<file path="config.mk">
export PLATFORM = sky130hd
export DESIGN_NAME = petri_net_random_firing
export DESIGN_NICKNAME = d
export VERILOG_FILES = /design/src/rtl/core/pnrf_pkg.sv /design/src/rtl/core/pnrf_ctrl.sv /design/src/rtl/core/pnrf_dp.sv /design/src/rtl/core/petri_net_random_firing.sv
export SDC_FILE = /design/constraint.sdc
export NUM_CORES = 1
export LEC_CHECK = 0
export BUFFER_PORTS_ARGS = -buffer_cell sky130_fd_sc_hd__buf_4
export CAP_MARGIN = 20
export CORE_MARGIN = 5
export CORE_UTILIZATION = 62
export CTS_BUF_LIST = sky130_fd_sc_hd__clkbuf_8
export DETAILED_ROUTE_END_ITERATION = 8
export PLACE_DENSITY = 0.89
export SYNTH_ARGS = -nofsm -noshare
export SYNTH_HDL_FRONTEND = slang
export SYNTH_SLANG_ARGS = --single-unit
</file>
<file path="constraint.sdc">
create_clock -name aclk -period 9.5 [get_ports aclk]
set_input_delay 1.9 -clock aclk [delete_from_list [all_inputs] [get_ports aclk]]
set_output_delay 1.9 -clock aclk [all_outputs]
set_load 0.03 [all_outputs]
</file>
<file path="src/rtl/core/pnrf_pkg.sv">
// Package for the Petri net random firing block: shared types and constants.
// Used by pnrf_ctrl, pnrf_dp and petri_net_random_firing. No dependencies.
`timescale 1ns / 1ps

package pnrf_pkg;

    // Fixed field widths
    localparam int IN_DATA_W   = 24;   // place_index + random_value, padded to bytes
    localparam int OUT_DATA_W  = 80;   // result fields, padded to bytes
    localparam int RND_W       = 16;
    localparam int PLACE_W     = 3;
    localparam int TRANS_W     = 3;
    localparam int MAX_PLACES  = 8;
    localparam int MAX_TRANS   = 8;
    localparam int ARC_W       = 64;
    localparam int MARK_W      = 64;
    localparam int COUNT_W     = 4;    // holds 0..8 enabled transitions

    // Remainder unit: DIGIT_W bits of random_value per step
    localparam int DIGIT_W     = 4;
    localparam int MOD_STEPS   = RND_W / DIGIT_W;
    localparam int STEP_W      = $clog2(MOD_STEPS);

    // Item kinds
    localparam logic FUNC_FIRE = 1'b0;
    localparam logic FUNC_ADD  = 1'b1;

    // Configuration register indexes
    typedef enum logic [1:0] {
        CFG_TMASK    = 2'd0,
        CFG_IN_ARCS  = 2'd1,
        CFG_OUT_ARCS = 2'd2
    } cfg_idx_t;

    typedef enum logic [2:0] {
        ST_IDLE,
        ST_MOD,
        ST_PICK,
        ST_FIRE,
        ST_ADD,
        ST_DONE
    } state_t;

    typedef struct packed {
        logic load;       // capture input beat and enabled set
        logic mod_step;   // one digit step of random_value mod count
        logic pick;       // select enabled transition by rank
        logic fire;       // apply token removal and addition
        logic add;        // add one token to the chosen place
        logic out_load;   // build result into output register
    } ctrl_cmd_t;

    typedef struct packed {
        logic in_func;    // kind of the beat on offer
        logic dead_now;   // nothing enabled on current marking
        logic mod_last;   // final remainder step in progress
    } ctrl_status_t;

    // Result beat, last field in the lowest bits
    typedef struct packed {
        logic [1:0]        pad;
        logic [MARK_W-1:0] marking;
        logic              overflow;
        logic [7:0]        enabled_set;
        logic              deadlock;
        logic [TRANS_W-1:0] fired_transition;
        logic              fired;
    } result_t;

endpackage

</file>
<file path="src/rtl/core/pnrf_ctrl.sv">
// Controller FSM for the Petri net engine: sequences load, remainder, pick,
// token update and result hand-off. Depends on pnrf_pkg.
`timescale 1ns / 1ps

module pnrf_ctrl
    import pnrf_pkg::*;
(
    input  logic         aclk,
    input  logic         aresetn,
    input  logic         s_tvalid,
    output logic         s_tready,
    output logic         m_tvalid,
    input  logic         m_tready,
    input  ctrl_status_t status,
    output ctrl_cmd_t    cmd
);

    state_t state_reg, state_next;
    logic   out_valid_reg, out_valid_next;

    always_ff @(posedge aclk) begin
        if (!aresetn) begin
            state_reg     <= ST_IDLE;
            out_valid_reg <= 1'b0;
        end else begin
            state_reg     <= state_next;
            out_valid_reg <= out_valid_next;
        end
    end

    // next state
    always_comb begin
        state_next = state_reg;
        case (state_reg)
            ST_IDLE: begin
                if (s_tvalid) begin
                    if (status.in_func == FUNC_ADD) begin
                        state_next = ST_ADD;
                    end else if (status.dead_now) begin
                        state_next = ST_DONE;
                    end else begin
                        state_next = ST_MOD;
                    end
                end
            end
            ST_MOD: begin
                if (status.mod_last) begin
                    state_next = ST_PICK;
                end
            end
            ST_PICK: state_next = ST_FIRE;
            ST_FIRE: state_next = ST_DONE;
            ST_ADD:  state_next = ST_DONE;
            ST_DONE: begin
                if (!out_valid_reg || m_tready) begin
                    state_next = ST_IDLE;
                end
            end
            default: state_next = ST_IDLE;
        endcase
    end

    // outputs
    always_comb begin
        cmd          = '0;
        s_tready     = 1'b0;
        case (state_reg)
            ST_IDLE: begin
                s_tready = 1'b1;
                cmd.load = s_tvalid;
            end
            ST_MOD:  cmd.mod_step = 1'b1;
            ST_PICK: cmd.pick     = 1'b1;
            ST_FIRE: cmd.fire     = 1'b1;
            ST_ADD:  cmd.add      = 1'b1;
            ST_DONE: cmd.out_load = !out_valid_reg || m_tready;
            default: cmd          = '0;
        endcase
    end

    assign out_valid_next = cmd.out_load || (out_valid_reg && !m_tready);
    assign m_tvalid       = out_valid_reg;

endmodule

</file>
<file path="src/rtl/core/pnrf_dp.sv">
// Datapath for the Petri net engine: net configuration, token counts,
// enable check, digit-serial remainder, pick and token update. Depends on pnrf_pkg.
`timescale 1ns / 1ps

module pnrf_dp
    import pnrf_pkg::*;
#(
    parameter int NUM_PLACES      = 8,
    parameter int NUM_TRANSITIONS = 8,
    parameter int TOKEN_BITS      = 8
) (
    input  logic                 aclk,
    input  logic                 aresetn,
    // configuration
    input  logic                 cfg_valid,
    input  logic [1:0]           cfg_index,
    input  logic [ARC_W-1:0]     cfg_data,
    // input beat
    input  logic                 in_func,
    input  logic [PLACE_W-1:0]   in_place,
    input  logic [RND_W-1:0]     in_rnd,
    // control
    input  ctrl_cmd_t            cmd,
    output ctrl_status_t         status,
    output result_t              result
);

    localparam logic [TOKEN_BITS-1:0] MAX_COUNT = {TOKEN_BITS{1'b1}};

    // configuration registers
    logic [MAX_TRANS-1:0] tmask_reg, tmask_next;
    logic [ARC_W-1:0]     in_arcs_reg, in_arcs_next;
    logic [ARC_W-1:0]     out_arcs_reg, out_arcs_next;

    // token counts
    logic [TOKEN_BITS-1:0] cnt_reg  [NUM_PLACES];
    logic [TOKEN_BITS-1:0] cnt_next [NUM_PLACES];

    // per-item working registers
    logic                 func_reg, func_next;
    logic [PLACE_W-1:0]   place_reg, place_next;
    logic [RND_W-1:0]     rnd_reg, rnd_next;
    logic [COUNT_W-1:0]   rem_reg, rem_next;
    logic [STEP_W-1:0]    step_reg, step_next;
    logic [COUNT_W-1:0]   count_reg, count_next;
    logic [MAX_TRANS-1:0] enabled_reg, enabled_next;
    logic [TRANS_W-1:0]   which_reg, which_next;
    logic                 ovf_reg, ovf_next;
    result_t              result_reg, result_next;

    logic [NUM_PLACES-1:0] in_row  [MAX_TRANS];
    logic [NUM_PLACES-1:0] out_row [MAX_TRANS];
    logic [NUM_PLACES-1:0] nonzero;
    logic [MAX_TRANS-1:0]  en_now;
    logic [COUNT_W-1:0]    cnt_now;
    logic [MARK_W-1:0]     marking;

    // arc rows, clipped to the places in the net
    always_comb begin
        for (int t = 0; t < MAX_TRANS; t++) begin
            in_row[t]  = in_arcs_reg[t*8 +: NUM_PLACES];
            out_row[t] = out_arcs_reg[t*8 +: NUM_PLACES];
        end
    end

    // enable check on the current marking
    always_comb begin
        for (int p = 0; p < NUM_PLACES; p++) begin
            nonzero[p] = (cnt_reg[p] != '0);
        end
        en_now  = '0;
        cnt_now = '0;
        for (int t = 0; t < NUM_TRANSITIONS; t++) begin
            en_now[t] = tmask_reg[t] && ((in_row[t] & ~nonzero) == '0);
        end
        for (int t = 0; t < MAX_TRANS; t++) begin
            cnt_now = cnt_now + COUNT_W'(en_now[t]);
        end
    end

    always_comb begin
        marking = '0;
        for (int p = 0; p < NUM_PLACES; p++) begin
            marking[p*8 +: TOKEN_BITS] = cnt_reg[p];
        end
    end

    // configuration writes
    always_comb begin
        tmask_next    = tmask_reg;
        in_arcs_next  = in_arcs_reg;
        out_arcs_next = out_arcs_reg;
        if (cfg_valid) begin
            case (cfg_index)
                CFG_TMASK:    tmask_next    = cfg_data[MAX_TRANS-1:0];
                CFG_IN_ARCS:  in_arcs_next  = cfg_data;
                CFG_OUT_ARCS: out_arcs_next = cfg_data;
                default: ;
            endcase
        end
    end

    // item processing
    always_comb begin
        logic [COUNT_W-1:0] r;
        logic [COUNT_W-1:0] rank;
        logic               found;
        logic [TOKEN_BITS-1:0] c;

        func_next    = func_reg;
        place_next   = place_reg;
        rnd_next     = rnd_reg;
        rem_next     = rem_reg;
        step_next    = step_reg;
        count_next   = count_reg;
        enabled_next = enabled_reg;
        which_next   = which_reg;
        ovf_next     = ovf_reg;
        result_next  = result_reg;
        cnt_next     = cnt_reg;
        r            = rem_reg;
        rank         = rem_reg;
        found        = 1'b0;
        c            = '0;

        if (cmd.load) begin
            func_next    = in_func;
            place_next   = in_place;
            rnd_next     = in_rnd;
            rem_next     = '0;
            step_next    = '0;
            count_next   = cnt_now;
            enabled_next = en_now;
            which_next   = '0;
            ovf_next     = 1'b0;
        end

        // restoring remainder, one digit per step, MSB first
        if (cmd.mod_step) begin
            for (int k = 0; k < DIGIT_W; k++) begin
                r = {r[COUNT_W-2:0], rnd_reg[RND_W-1-k]};
                if (r >= count_reg) begin
                    r = r - count_reg;
                end
            end
            rem_next  = r;
            rnd_next  = rnd_reg << DIGIT_W;
            step_next = step_reg + 1'b1;
        end

        // rank-th enabled transition counting from the lowest index
        if (cmd.pick) begin
            for (int t = 0; t < MAX_TRANS; t++) begin
                if (enabled_reg[t] && !found) begin
                    if (rank == '0) begin
                        which_next = TRANS_W'(t);
                        found      = 1'b1;
                    end else begin
                        rank = rank - 1'b1;
                    end
                end
            end
        end

        // remove from input places, then add to output places
        if (cmd.fire) begin
            for (int p = 0; p < NUM_PLACES; p++) begin
                c = cnt_reg[p];
                if (in_row[which_reg][p] && c != '0) begin
                    c = c - 1'b1;
                end
                if (out_row[which_reg][p]) begin
                    if (c == MAX_COUNT) begin
                        ovf_next = 1'b1;
                    end else begin
                        c = c + 1'b1;
                    end
                end
                cnt_next[p] = c;
            end
        end

        if (cmd.add) begin
            for (int p = 0; p < NUM_PLACES; p++) begin
                if (PLACE_W'(p) == place_reg) begin
                    if (cnt_reg[p] == MAX_COUNT) begin
                        ovf_next = 1'b1;
                    end else begin
                        cnt_next[p] = cnt_reg[p] + 1'b1;
                    end
                end
            end
        end

        if (cmd.out_load) begin
            result_next.pad              = '0;
            result_next.marking          = marking;
            result_next.overflow         = ovf_reg;
            result_next.enabled_set      = enabled_reg;
            result_next.deadlock         = (func_reg == FUNC_FIRE) && (count_reg == '0);
            result_next.fired_transition = which_reg;
            result_next.fired            = (func_reg == FUNC_FIRE) && (count_reg != '0);
        end
    end

    always_ff @(posedge aclk) begin
        if (!aresetn) begin
            tmask_reg    <= '0;
            in_arcs_reg  <= '0;
            out_arcs_reg <= '0;
            step_reg     <= '0;
            for (int p = 0; p < NUM_PLACES; p++) begin
                cnt_reg[p] <= '0;
            end
        end else begin
            tmask_reg    <= tmask_next;
            in_arcs_reg  <= in_arcs_next;
            out_arcs_reg <= out_arcs_next;
            step_reg     <= step_next;
            cnt_reg      <= cnt_next;
        end
    end

    always_ff @(posedge aclk) begin
        func_reg    <= func_next;
        place_reg   <= place_next;
        rnd_reg     <= rnd_next;
        rem_reg     <= rem_next;
        count_reg   <= count_next;
        enabled_reg <= enabled_next;
        which_reg   <= which_next;
        ovf_reg     <= ovf_next;
        result_reg  <= result_next;
    end

    assign status.in_func  = in_func;
    assign status.dead_now = (cnt_now == '0);
    assign status.mod_last = (step_reg == STEP_W'(MOD_STEPS - 1));
    assign result          = result_reg;

endmodule

</file>
<file path="src/rtl/core/petri_net_random_firing.sv">
// Top level of the Petri net random firing engine: ports, controller and datapath.
// Depends on pnrf_pkg, pnrf_ctrl and pnrf_dp.
`timescale 1ns / 1ps

// Petri net token game with unit-weight arcs and up to 8 places and 8 transitions.
// Net structure is written over the cfg port (index 0 transition mask, 1 input
// arcs, 2 output arcs, bit t*8+p per arc; other indexes ignored); the user must
// write it only while no beat is in flight, as the block does not enforce this.
// cfg_ready is always high. Token counts reset to zero, no clearing pass. A fire
// beat (tuser 0) picks enabled transition number random_value mod enabled_count
// and fires it, or reports deadlock if none is enabled; an add beat (tuser 1)
// puts one token on place_index. Counts saturate at the top value and flag
// overflow. One result beat per input beat. A fire beat goes through accept, the
// remainder unit, which takes 4 random bits a cycle, then pick, token update and
// result load before the next accept. Add beats go through accept, token add and
// result load, deadlock beats through accept and result load. A finished result
// sits in the output register while the next beat is accepted and worked on;
// only loading the following result waits for m_tready.
module petri_net_random_firing
    import pnrf_pkg::*;
#(
    parameter int NUM_PLACES      = 8,
    parameter int NUM_TRANSITIONS = 8,
    parameter int TOKEN_BITS      = 8
) (
    input  logic                  aclk,
    input  logic                  aresetn,
    // configuration write channel
    input  logic                  cfg_valid,
    output logic                  cfg_ready,
    input  logic [1:0]            cfg_index,
    input  logic [ARC_W-1:0]      cfg_data,
    // input beats
    input  logic                  s_tvalid,
    output logic                  s_tready,
    input  logic [IN_DATA_W-1:0]  s_tdata,   // [2:0] place_index, [18:3] random_value
    input  logic                  s_tuser,   // [0] func
    // result beats
    output logic                  m_tvalid,
    input  logic                  m_tready,
    output logic [OUT_DATA_W-1:0] m_tdata    // [0] fired, [3:1] fired_transition,
                                             // [4] deadlock, [12:5] enabled_set,
                                             // [13] overflow, [77:14] marking
);

    ctrl_cmd_t    cmd;
    ctrl_status_t status;
    result_t      result;

    assign cfg_ready = 1'b1;

    pnrf_ctrl u_ctrl (
        .aclk     (aclk),
        .aresetn  (aresetn),
        .s_tvalid (s_tvalid),
        .s_tready (s_tready),
        .m_tvalid (m_tvalid),
        .m_tready (m_tready),
        .status   (status),
        .cmd      (cmd)
    );

    pnrf_dp #(
        .NUM_PLACES      (NUM_PLACES),
        .NUM_TRANSITIONS (NUM_TRANSITIONS),
        .TOKEN_BITS      (TOKEN_BITS)
    ) u_dp (
        .aclk      (aclk),
        .aresetn   (aresetn),
        .cfg_valid (cfg_valid),
        .cfg_index (cfg_index),
        .cfg_data  (cfg_data),
        .in_func   (s_tuser),
        .in_place  (s_tdata[PLACE_W-1:0]),
        .in_rnd    (s_tdata[PLACE_W +: RND_W]),
        .cmd       (cmd),
        .status    (status),
        .result    (result)
    );

    assign m_tdata = result;

    // a beat once taken blocks the input until its work is done
    a_busy_after_accept: assert property (@(posedge aclk) disable iff (!aresetn)
        (s_tvalid && s_tready) |=> !s_tready)
        else $error("input accepted twice in a row");

    // only one datapath command per cycle
    a_cmd_onehot: assert property (@(posedge aclk) disable iff (!aresetn)
        $onehot0(cmd))
        else $error("more than one datapath command");

    // a result never both fires and deadlocks
    a_fire_xor_dead: assert property (@(posedge aclk) disable iff (!aresetn)
        m_tvalid |-> !(result.fired && result.deadlock))
        else $error("fired and deadlock both set");

    // no transition index without a firing
    a_idx_zero: assert property (@(posedge aclk) disable iff (!aresetn)
        (m_tvalid && !result.fired) |-> (result.fired_transition == '0))
        else $error("fired_transition set without firing");

    // a result is only loaded from a state that may hand it off
    a_load_when_free: assert property (@(posedge aclk) disable iff (!aresetn)
        cmd.out_load |-> (!m_tvalid || m_tready))
        else $error("result overwritten while held");

endmodule
</file>
==> results of run 1 <==
[power by group through the flow]
stage / combinational (uW) / clock, uW / sequential [uW]
2_1_floorplan: 1030 / 0 / 1580
3_3_place_gp: 1270 / 0 / 1580
5_1_grt: 1500 / 1240 / 1570
4_1_cts: 1340 / 1170 / 1560
6_report: 1360 / 1160 / 1560
3_5_place_dp: 1330 / 0 / 1590
[cells in the final DEF (no fill, tap or decap), types with 62 or more instances in the layout]
cell / instances
nand2_1: 417
a21boi_0: 134
buf_4: 185
nor2_1: 111
dfxtp_1: 213
a21oi_1: 108
inv_1: 89
o21ai_0: 62
xnor2_1: 78
edfxtp_1: 110
[worst min-delay path: cells and delay by family, from the launching register on]
kind / cells / cell delay (ns)
compound gates: 1 / 0.05
flops: 1 / 0.31
simple gates: 1 / 0.05
[metrics by stage]
stage	instances	area, um^2
finish	2698	21600
global route	2698	21600
CTS	2697	21600
detailed placement	2602	20600
global placement	2602	20600
floorplan	2147	19200
[path summary, 6_finish.rpt]
path | end | startpoint | slack (ns) | depth (start not counted)
setup / recovery | u_dp.which_reg[0]$_DFF_P_ | u_dp.rem_reg[0]$_SDFFCE_PN0P_ | 0.69 | 37
hold reg to reg | u_dp.rnd_reg[0]$_SDFFE_PP0P_ | u_dp.rnd_reg[0]$_SDFFE_PP0P_ | 0.46 | 2
hold / removal | u_dp.rnd_reg[0]$_SDFFE_PP0P_ | u_dp.rnd_reg[0]$_SDFFE_PP0P_ | 0.46 | 2
setup reg to reg | u_dp.which_reg[0]$_DFF_P_ | u_dp.rem_reg[0]$_SDFFCE_PN0P_ | 0.69 | 37
[per-layer routing]
layer  share of wire  vias to the layer above  GRT usage  routed length (um)
met5               0                        -          0                   0
met4           0.034                        0      0.103                1660
met3           0.087                      125     0.0408                4320
met2            0.47                      727      0.464               23300
met1            0.41                     7832      0.379               20100
li1                -                     7814          -                   -
[cells by family (layout without fill, tap and decap cells)]
logic type               count (synthesis)  in the layout  synth area share
AO/OA/AOI/OAI                          469            469             0.169
flip-flops                             324            324             0.396
other                                    2              3          0.000392
multiplexers                            96             96            0.0744
buffers and inverters                  195            350            0.0402
adder cells (fa/ha/maj)                 60             60            0.0423
XOR/XNOR                               123            123            0.0566
AND/OR/NAND/NOR                        877            877             0.221
[cell usage after synthesis (45+ instances only)]
library cell and instances:
nor2b_1 54, inv_1 68, o21ai_0 62, ha_1 52
nand2_1 417, a21boi_0 134, clkbuf_1 107, edfxtp_1 110
mux2i_1 45, xnor2_1 78, a21oi_1 108, nor2_1 113
and2_1 45, dfxtp_1 214
[final cells by class]
type,instances,area share
Timing Repair Buffer,186,0.0652
Sequential cell,324,0.351
Multi-Input combinational cell,1628,0.502
Tap cell,396,0.0229
Clock inverter,34,0.00794
Clock buffer,61,0.0389
Inverter,69,0.0120
==> metrics, run 1 <==
outcome=finished, final reports clean; Max Cap Viol=0; Worst slew margin=0.277; GRT overflow=0; Critical Path End Type=flip-flop; Vert. Die Dim=approximately 190 um; crit path max-delay cell type=edfxtp_1; Clk pwr share=0.284; worst hold-check path type=flip-flop to flip-flop; Setup Buffers After CTS=0; Port Buf Inserts=170; CTS max path bufs=3; synth top area cells=dfxtp_1 22%, edfxtp_1 17%, nand2_1 8.2%, a21boi_0 5.3%, mux4_2 4.0%; CP delay by family, top=compound AO/OA/AOI/OAI gates; sequential power share=0.383; routed wire length=49400 um; final hold slack=0.458 ns; fillcell total=2348; Worst Skew=0.0250 ns; number of flops mapped to enable cells by yosys=110; Finish-stage setup viols=0; core area=0.0306 mm^2; actual slew at the worst max-slew pin=1.08 ns; Switch Pwr=roughly 1400 uW; PD cells=189 mW/mm^2; Bufs and invs on worst path=6; H-tree depth=2; share of post-route cells with drive strength above 1=0.154; DRT Pass-1 Iters=5; worst-path fanout max=9; Reg clk slew, reported paths=0.07 ns; Async S/R FF share, synth=0; Setup WS post-layout=slightly below 0.7 ns; n_diodes=0; largest net degree at the start of global routing=between 100 and 150; IR drop worst, VDD=106 uV; leak pwr=0.00804 uW; post-synth top area share=0.224; 1st-iter DRT viols=1576; WP data required=9.92 ns; CTS sink cnt=about 320; switching portion of total power=0.341; area occupied by multi-input gates=between 0.01 and 0.015 mm^2; Root Buffer=clkbuf_8; Max Freq=114 MHz; Final Power=4070 uW; TNS Setup=0 ns; drt via density=6.11; die area=about 0.035 mm^2; Ys Warns=0; Max stage delay on crit path=0.53 ns; Tmin final=8.81 ns; CP Launch Type=flip-flop; register area=0.00759 mm^2; worst skew pair latency=around 0.58 ns; setup slack at placement=0.874 ns; initial antenna violation count=0; Area Growth Syn to Fin=12.7%; Logic pwr share=0.333; initial core utilization=0.626; Mapped Area=0.0192 mm^2; cell with the most instances on the worst path=ha_1; vias in the first global route=roughly 16000; first-pass GRT wire length=79000 um; final hold vios=0; Seq/Total Area, Yosys=0.396; Synth cell types=97; hpwl dp=35700 um; Slew Viols, Final=0; via count=16500; Ports=179; WL per Instance=approximately 18 um; CTS Hold Bufs=0; top_reg_cell synth=dfxtp_1; gr usage total=0.281; area leader, netlist=dfxtp_1; GPL Wtd Cong=0.905; Final Util=0.706; Cells after Synth=2146; flip-flop count of the largest register after layout=78; total CTS buffers=52; Routed Antenna Nets=0; DRC viols=0; CP arrival=between 9 and 10 ns; register bit total from synthesis=324; Tcrit/Tclk final=0.927; RSZ-0062 raised after global routing=no; Final nets=2417; die outline width=186 um; Internal=roughly 2700 uW; post_cts resized=0; synthesized area per cell=8.93 um^2; TritonCTS clock tree=yes; Crit Path Category=flip-flop to flip-flop; FP Rows=64
(Power assumes the default switching activity.)
==> run 2: changes to the inputs <==
--- a/config.mk
+++ b/config.mk
@@ -8,10 +8,9 @@
 export BUFFER_PORTS_ARGS = -buffer_cell sky130_fd_sc_hd__buf_4
 export CAP_MARGIN = 20
 export CORE_MARGIN = 5
-export CORE_UTILIZATION = 62
-export CTS_BUF_LIST = sky130_fd_sc_hd__clkbuf_8
+export CORE_UTILIZATION = 61
 export DETAILED_ROUTE_END_ITERATION = 8
-export PLACE_DENSITY = 0.89
+export PLACE_DENSITY = 0.88
 export SYNTH_ARGS = -nofsm -noshare
 export SYNTH_HDL_FRONTEND = slang
 export SYNTH_SLANG_ARGS = --single-unit
==> constraint.sdc (replaced) <==
create_clock -name aclk -period 9.5 [get_ports aclk]
set_input_delay 1.425 -clock aclk [delete_from_list [all_inputs] [get_ports aclk]]
set_output_delay 1.425 -clock aclk [all_outputs]
set_load 0.03 [all_outputs]
==> run 2 against run 1 <==
Maximum frequency is 0.15% lower; largest cell class unchanged; final cell count shrank 1.1%; critical path depth unchanged; hold slack lost 0.0039 ns; largest power group unchanged.
==> metrics, run 2 (synthesis results as in run 1) <==
outcome=finished, final reports clean; hold path cells=2 (unchanged); Max Freq=113 MHz (-0.15%); CTS sink cnt=324 (unchanged); Final nets=2403 (-0.58%); DRT Pass-1 Iters=6 (+1); GRT overflow=0 (unchanged); Finish-stage setup viols=0 (unchanged); register area=0.00759 mm^2 (unchanged); Max Cap Viol=0 (unchanged); Area Growth Syn to Fin=13.4%; core area=0.0308 mm^2 (+0.79%); FP Rows=64 (unchanged); RSZ-0062 raised after global routing=no; CP arrival=9.17 ns (-0.06 ns); share of post-route cells with drive strength above 1=0.148 (-0.00596); 1st-iter DRT viols=2095 (+33%); total CTS buffers=35 (-33%); cell with the most instances on the worst path=ha_1; Final Util=0.705 (-0.00152); fin cells=2669 (-1.1%); fillcell total=2243 (-4.5%); post_cts resized=0 (unchanged); actual slew at the worst max-slew pin=1.11 ns (+0.0282 ns); Max stage delay on crit path=0.53 ns (about the same); Tmin final=8.82 ns (+0.0136 ns); n_diodes=0 (unchanged); Reg clk slew, reported paths=0.06 ns (about the same); worst hold-check path type=flip-flop to flip-flop; R2R Setup Slk=0.68 ns (about the same); TritonCTS clock tree=yes; CTS max path bufs=3 (unchanged); worst skew pair latency=0.52 ns (-0.06 ns); routed wire length=50100 um (+1.4%); commonest cells after routing, fill and taps aside=417 x nand2_1, 213 x dfxtp_1, 186 x buf_4; H-tree depth=2 (unchanged); Switch Pwr=1400 uW (+0.52%); Reg-to-Reg End=u_dp.which_reg[0]$_DFF_P_; first-pass GRT wire length=80500 um (+1.8%); Routed Antenna Nets=0 (unchanged); CP Launch Point=u_dp.rem_reg[0]$_SDFFCE_PN0P_; flip-flop count of the largest register after layout=78 (unchanged); Final Power=4220 uW (+3.5%); sequential power share=0.370 (-0.013); drt via density=6.18 (+1.1%); Worst slew margin=0.261 (-0.0166); PD cells=194 mW/mm^2 (+2.9%); hpwl dp=35900 um (+0.68%); initial core utilization=0.621 (-0.00488); Logic pwr share=0.322 (-0.011); Port Buf Inserts=170 (unchanged); via count=16500 (+0.018%); crit path max-delay cell type=edfxtp_1; GPL Wtd Cong=0.927 (+2.4%); vias in the first global route=15800 (-0.87%); Setup Buffers After CTS=0 (unchanged); gr usage total=0.274 (-0.00689); DRC viols=0 (unchanged); post-route cell area=0.0217 mm^2 (+0.57%); worst r2r path cells=37 (unchanged); worst-path fanout max=9 (unchanged); die outline width=187 um (+0.77%); WP data required=9.85 ns (-0.07 ns); Internal=2820 uW (+5.1%); placed cell count=2604 (+0.077%); largest net degree at the start of global routing=107 (-0.93%); leak pwr=0.00798 uW (-0.74%); IR drop worst, VDD=139 uV (+31%); FF-to-FF Start=u_dp.rem_reg[0]$_SDFFCE_PN0P_; CP Launch Type=flip-flop; area occupied by multi-input gates=0.0108 mm^2 (about the same); placed cell areas=0.0206 mm^2 (+0.16%); Ports=179 (unchanged); final hold vios=0 (unchanged); Worst Skew=0.0177 ns (-0.00722 ns); switching portion of total power=0.331 (-0.00983); Root Buffer=clkbuf_16; CTS Hold Bufs=0 (unchanged); Clk pwr share=0.308 (+0.024); Slew Viols, Final=0 (unchanged); Crit Path Category=flip-flop to flip-flop; WL per Instance=18.8 um (+2.5%); Vert. Die Dim=187 um (+0.77%); CP endpoint=u_dp.which_reg[0]$_DFF_P_; initial antenna violation count=0 (unchanged); TNS Setup=0 ns (unchanged); die area=0.0350 mm^2 (+1.6%); commonest non-fill, non-tap cell in the layout=nand2_1; Critical Path End Type=flip-flop; Tcrit/Tclk final=0.928 (+0.00143)
-- run 2: per-layer routing --
metal,up-vias,part of all wire,GRT usage
li1,7786,-,-
met1,7884,0.41,0.373
met2,728,0.47,0.449
met3,103,0.084,0.0459
met4,0,0.030,0.0873
met5,-,0,0
-- run 2: cell type report --
cell class / instances / share of cell area
Clock buffer: 50 / 0.0448
Clock inverter: 13 / 0.00524
Inverter: 69 / 0.0119
Multi-Input combinational cell: 1628 / 0.499
Sequential cell: 324 / 0.349
Tap cell: 396 / 0.0228
Timing Repair Buffer: 189 / 0.0668
-- run 2: power groups by stage --
stage | Clock (uW) | Combinational (uW) | Sequential [uW]
after floorplan | 0 | 1030 | 1580
after global placement | 0 | 1250 | 1580
after detailed placement | 0 | 1320 | 1590
after CTS | 1310 | 1330 | 1560
after global routing | 1380 | 1500 | 1570
final | 1300 | 1360 | 1560
-- run 2: critical path: cells and delay by family (launching register included) --
kind                     cells  cell delay (ns)
AO/OA/AOI/OAI               12             2.19
XOR/XNOR                     2             0.49
adder cells (fa/ha/maj)      7             1.79
buffers and inverters        6             0.68
flip-flops                   1             0.53
multiplexers                 3             1.17
AND/OR/NAND/NOR              7             1.78
-- run 2: how the worst min path moves through the flow --
stage,to,from,slack (ns)
global route,u_dp.out_arcs_reg[45]$_SDFFE_PN0P_,u_dp.out_arcs_reg[45]$_SDFFE_PN0P_,0.48
finish,u_dp.rnd_reg[2]$_SDFFE_PP0P_,u_dp.rnd_reg[2]$_SDFFE_PP0P_,0.45
CTS,u_dp.rnd_reg[2]$_SDFFE_PP0P_,u_dp.rnd_reg[2]$_SDFFE_PP0P_,0.46
floorplan,u_dp.result[16]$_DFFE_PP_,u_dp.cnt_reg[58]$_SDFF_PN0_,0.41
global placement,u_dp.rnd_reg[0]$_SDFFE_PP0P_,u_dp.rnd_reg[0]$_SDFFE_PP0P_,0.44
detailed placement,u_dp.rnd_reg[2]$_SDFFE_PP0P_,u_dp.rnd_reg[2]$_SDFFE_PP0P_,0.45
-- run 2: stage by stage --
step	hold WS (ns)	worst slack, ns
5_1_grt	0.484	0.142
4_1_cts	0.457	0.789
3_3_place_gp	0.443	1.18
3_5_place_dp	0.450	0.812
2_1_floorplan	0.406	1.74
6_report	0.454	0.679
